`src/rtl/uha_pkg.sv`:
```
// Shared types and constants for the uniform-bin histogram accumulator.
package uha_pkg;

	localparam int SAMPLE_BITS   = 16;
	localparam int COUNT_BITS    = 32;
	localparam int BIN_BITS      = 8;
	localparam int PROB_BITS     = 17;
	localparam int DIV_BITS      = 16;
	localparam int STEP_BITS     = $clog2(DIV_BITS);
	localparam int CFG_IDX_BITS  = 2;
	localparam int CFG_DATA_BITS = 16;
	localparam int BIU_BITS      = 9;

	localparam logic FUNC_ADD  = 1'b0;
	localparam logic FUNC_READ = 1'b1;

	localparam logic [CFG_IDX_BITS-1:0] CFG_LOW_EDGE    = 2'd0;
	localparam logic [CFG_IDX_BITS-1:0] CFG_BIN_WIDTH   = 2'd1;
	localparam logic [CFG_IDX_BITS-1:0] CFG_BINS_IN_USE = 2'd2;

	localparam logic signed [SAMPLE_BITS-1:0] LOW_EDGE_RST = 16'sd0;
	localparam logic [SAMPLE_BITS-1:0]        BIN_WIDTH_RST = 16'd256;
	localparam logic [BIU_BITS-1:0]           BINS_IN_USE_RST = 9'd256;

	localparam logic [PROB_BITS-1:0] PROB_ONE = 17'h10000;

	typedef struct packed {
		logic                          func;
		logic signed [SAMPLE_BITS-1:0] sample;
		logic [BIN_BITS-1:0]           bin_index;
	} item_t;

	typedef struct packed {
		logic                  accepted;
		logic [BIN_BITS-1:0]   bin;
		logic [COUNT_BITS-1:0] bin_count;
		logic [COUNT_BITS-1:0] total_count;
		logic [PROB_BITS-1:0]  probability;
		logic                  empty_res;
	} result_t;

	typedef struct packed {
		logic signed [SAMPLE_BITS-1:0] low_edge;
		logic [SAMPLE_BITS-1:0]        bin_width;
		logic [BIU_BITS-1:0]           bins_in_use;
	} cfg_t;

	typedef struct packed {
		logic clr_step;
		logic load;
		logic rd_issue;
		logic divb_start;
		logic div_step;
		logic clamp_rd;
		logic fetch;
		logic eval;
		logic divr_start;
		logic take_prob;
	} cmd_t;

	typedef struct packed {
		logic clr_last;
		logic is_read;
		logic below;
		logic div_last;
		logic total_zero;
		logic cnt_ge_total;
	} stat_t;

endpackage

```
`src/rtl/uha_ctrl.sv`:
```
// Controller state machine sequencing one histogram item at a time.
module uha_ctrl (
	input  logic            clk,
	input  logic            arst_n,
	input  logic            start,
	input  uha_pkg::stat_t  stat,
	output uha_pkg::cmd_t   cmd,
	output logic            busy,
	output logic            done
);

	typedef enum logic [8:0] {
		ST_CLEAR = 9'b000000001,
		ST_IDLE  = 9'b000000010,
		ST_CHECK = 9'b000000100,
		ST_DIVB  = 9'b000001000,
		ST_CLAMP = 9'b000010000,
		ST_FETCH = 9'b000100000,
		ST_EVAL  = 9'b001000000,
		ST_DIVR  = 9'b010000000,
		ST_DONE  = 9'b100000000
	} state_t;

	state_t state_q, state_d;

	always_ff @(posedge clk or negedge arst_n) begin
		if (!arst_n) begin
			state_q <= ST_CLEAR;
		end else begin
			state_q <= state_d;
		end
	end

	always_comb begin
		cmd     = '0;
		state_d = state_q;
		case (state_q)
			ST_CLEAR: begin
				cmd.clr_step = 1'b1;
				if (stat.clr_last) begin
					state_d = ST_IDLE;
				end
			end
			ST_IDLE: begin
				if (start) begin
					cmd.load = 1'b1;
					state_d  = ST_CHECK;
				end
			end
			ST_CHECK: begin
				if (stat.is_read) begin
					cmd.rd_issue = 1'b1;
					state_d      = ST_FETCH;
				end else if (stat.below) begin
					state_d = ST_DONE;
				end else begin
					cmd.divb_start = 1'b1;
					state_d        = ST_DIVB;
				end
			end
			ST_DIVB: begin
				cmd.div_step = 1'b1;
				if (stat.div_last) begin
					state_d = ST_CLAMP;
				end
			end
			ST_CLAMP: begin
				cmd.clamp_rd = 1'b1;
				state_d      = ST_FETCH;
			end
			ST_FETCH: begin
				cmd.fetch = 1'b1;
				state_d   = ST_EVAL;
			end
			ST_EVAL: begin
				cmd.eval = 1'b1;
				if (stat.total_zero || stat.cnt_ge_total) begin
					state_d = ST_DONE;
				end else begin
					cmd.divr_start = 1'b1;
					state_d        = ST_DIVR;
				end
			end
			ST_DIVR: begin
				cmd.div_step = 1'b1;
				if (stat.div_last) begin
					cmd.take_prob = 1'b1;
					state_d       = ST_DONE;
				end
			end
			ST_DONE: begin
				state_d = ST_IDLE;
			end
			default: begin
				state_d = ST_IDLE;
			end
		endcase
	end

	assign busy = (state_q != ST_IDLE);
	assign done = (state_q == ST_DONE);

endmodule

```
`config.mk`:
```
export PLATFORM = sky130hd
export DESIGN_NAME = uha_ctrl
export DESIGN_NICKNAME = d
export VERILOG_FILES = /design/src/rtl/uha_pkg.sv /design/src/rtl/uha_ctrl.sv
export SDC_FILE = /design/constraint.sdc
export NUM_CORES = 1
export LEC_CHECK = 0
export BUFFER_PORTS_ARGS = -buffer_cell sky130_fd_sc_hd__buf_2
export CAP_MARGIN = 15
export CORE_AREA = 5 5 42 44
export DETAILED_ROUTE_END_ITERATION = 10
export DIE_AREA = 0 0 47 49
export GPL_TIMING_DRIVEN = 0
export PLACE_DENSITY_LB_ADDON = 0.25
export SYNTH_ARGS = -nofsm -noshare
export SYNTH_HDL_FRONTEND = slang
export SYNTH_SLANG_ARGS = --single-unit
export TNS_END_PERCENT = 5
```
`constraint.sdc`:
```
create_clock -name clk -period 3.1 [get_ports clk]
set_input_delay 0.465 -clock clk [delete_from_list [all_inputs] [get_ports clk]]
set_output_delay 0.465 -clock clk [all_outputs]
set_load 0.1 [all_outputs]
```
==> impl_metrics.py <==
metrics = {
    "worst_setup_path": {
        "critPathTopFamily": "simple AND/OR/NAND/NOR gates",
        "end_kind": "primary output",
        "ff2ff_setup_slack_ns": 1.28,
        "criticalPathCategory": "reg2out",
        "critPathSlowestCell": "or4_4",
        "crit_fanout": 7,
        "required_ns": 2.63,
        "cp_cell_sequence": "or4_4 -> or4_4 -> nor2_1 -> buf_2",
        "slowest_delay_ns": 0.55,
        "cp_num_buf_inv": 1,
        "cp-start-kind": "flop",
        "ff2ff_path_depth": 4,
        "cp.arrival_ns": 2.36,
        "path_depth": 4,
        "path_common_cell": "or4_4",
    },
    "route": {
        "drtIter0Drc": 7,
        "antenna_left": 0,
        "vias": 614,
        "wl_microns": 1540,
        "wl_per_cell_microns": 13.7,
        "dr.pass1.iters": 4,
        "drc": 0,
        "viasPerCell": 5.48,
    },
    "synthesis": {
        "synth_flop_cell": "dfrtp_1",
        "yosysSeqAreaShare": 0.354,
        "async_flop_share": 1.00,
        "synth_top_area_cell": "dfrtp_1",
        "syn-num-nets": 81,
        "ys_types": 32,
        "yosys-top-cells-count": "10 x nor2_1, 8 x dfrtp_1, 5 x nand2b_1",
        "synth_most_common_cell": "nor2_1",
        "avgSynthCellArea_sq_um": 8.88,
        "synth_top_area_share": 0.313,
        "ys_ff_latch": 9,
        "ys_warn_count": 0,
        "synth_edf_count": 0,
        "synthTopCellsByArea": "dfrtp_1 31%, or4_4 7.0%, nor2_1 5.9%",
        "synth_area_sq_um": 639,
        "synthCells": 72,
    },
    "cells_and_area": {
        "nets": 106,
        "largestRegisters": "state_q x9",
        "antennaDiodeCount": 0,
        "synthToLayoutAreaGrowth_pct": 26.0,
        "design_area_sq_um": 806,
        "drive_above_1_share": 0.375,
        "largest_reg_flops": 9,
        "largest_register": "state_q",
    },
    "timing": {
        "worst_pin_slew_ns": 0.488,
        "fin_skew_ns": 0.000343,
        "finalHoldViolCount": 0,
        "slew_viol_final": 0,
        "slew_headroom": 0.677,
        "rsz0062_at_grt": "no",
        "final.setup.worst_slack_ns": 0.277,
        "setup_viol": 0,
        "fin_crit_sh": 0.911,
        "clock.fmax_mhz": 354,
        "period_needed_ns": 2.82,
    },
    "clocking": {
        "ctsResizeCount": 0,
        "clk-insertion-delay-late_ns": 0.27,
        "cts_tree": "built",
        "clockRootBuffer": "clkbuf_4",
        "hold_buffers": 0,
        "htree_levels": 1,
        "clk_path_buf_depth": 2,
        "path_clk_slew_ns": 0.06,
        "cts_num_sinks": 9,
        "cts_buffers": 3,
        "post_cts.repair.setup_buffers": 0,
    },
    "pwr": {
        "powerDensity_mw_per_mm2": 847,
        "p_leak_uw": 0.000385,
        "power.total_uw": 682,
        "vdd_drop_max_mv": 0.723,
    },
    "grt": {
        "antenna_found_initial": 0,
        "overflow": 0,
        "first_global_vias": 597,
        "grt.total_usage": 0.152,
        "grt_pass1_wl_microns": 2590,
        "grt_max_degree": 10,
    },
    "floorplanning": {
        "rows": 14,
        "die_y_microns": 49,
        "start_util": 0.456,
        "die_w_microns": 47,
        "die-area_sq_mm": 0.00230,
        "num_io_pins": 21,
        "core_area_sq_mm": 0.00140,
    },
    "status": {
        "outcome": "finished clean",
    },
    "placed_design": {
        "routabilityCongestion": 0.787,
        "place_area_sq_um": 779,
        "io_buffers": 20,
        "dp_hpwl_microns": 1210,
        "place_ws_ns": 0.589,
    },
    "min_path": {
        "holdCritPathClass": "in2async",
    },
    "flow_run": {
        "maxCapViolations": 0,
    },
}
-- per-layer routing --
metal,vias up,share of wire,GRT usage,wire length (microns)
met5,-,0,0,0
met4,0,0.027,0.0829,42
met3,5,0.057,0.0221,88
met2,15,0.46,0.224,710
met1,282,0.45,0.204,696
li1,312,-,-,-
-- where the power goes --
group	switching [uW]	total, uW	internal (uW)
Sequential	29.8	167	138
Combinational	296	419	123
Clock	46.6	96.5	49.9
-- path summary, 6_finish.rpt --
kind / from / end
worst min-delay path: arst_n / state_q[3]$_DFFE_PN0P_
worst max register to register: state_q[5]$_DFFE_PN0P_ / state_q[8]$_DFFE_PN0P_
max in group asynchronous: arst_n / state_q[0]$_DFFE_PN1P_
worst min register to register: state_q[1]$_DFFE_PN0P_ / state_q[1]$_DFFE_PN0P_
worst max-delay path: state_q[5]$_DFFE_PN0P_ / cmd[7]
min in group clk: stat[5] / state_q[0]$_DFFE_PN1P_
-- layout make-up --
type                            instances  area (sq um)
Fill cell                             140           596
Multi-Input combinational cell         58           407
Sequential cell                         9           226
Timing Repair Buffer                   20           100
Clock buffer                            4          26.3
Tap cell                               16          20.0
Inverter                                4          15.0
Buffer                                  1          11.3
-- through the flow --
step | std cells | TNS, ns | hold slack (ns) | util
after global placement | 108 | 0 | 0.333 | 0.556
after global routing | 112 | 0 | 0.0504 | 0.575
after detailed placement | 108 | 0 | 0.334 | 0.556
after CTS | 112 | 0 | 0.0446 | 0.575
final | 112 | 0 | 0.0352 | 0.575
after floorplan | 72 | -1.47 | 0.169 | -
-- cell families after synthesis --
| logic type | after synthesis | share of synthesized area |
|---|---|---|
| DFF | 9 | 0.354 |
| AOI/OAI and AO/OA | 15 | 0.168 |
| buffers and inverters | 5 | 0.0411 |
| xor gates and xnor gates | 1 | 0.0137 |
| and+or+nand+nor | 42 | 0.423 |
-- worst register-to-register path, cell delays in order (launching register included) --
cell     delay (ns)
dfrtp_1        0.45
or4_4          0.55
or4_4          0.47
nor3b_2        0.18
o21ba_1        0.12
-- cells in the final DEF, fill, tap and decap left out --
cell type and n:
buf_2 20, nor2_1 9, dfrtp_1 8, nand2b_1 5, or4_4 4, inv_1 4, or2_1 3, a21oi_1 3
o21ai_0 3, clkbuf_4 3, nor4b_2 2, nand2_1 2, nor2b_1 2, nand3_1 2, nor3_2 2, nor3_1 2
nor3b_1 2, o2bb2ai_1 2, buf_6 1, or3_1 1, nor4_2 1, and3_1 1, nor2_2 1, and2_1 1
a211oi_1 1, a31o_1 1, a211o_1 1, a2111oi_0 1, xor2_1 1, o21bai_1 1, nor3b_2 1, o21ba_1 1
o41ai_1 1, nor4_1 1, clkbuf_1 1, dfstp_2 1
Power figures use the tool's default switching activity.
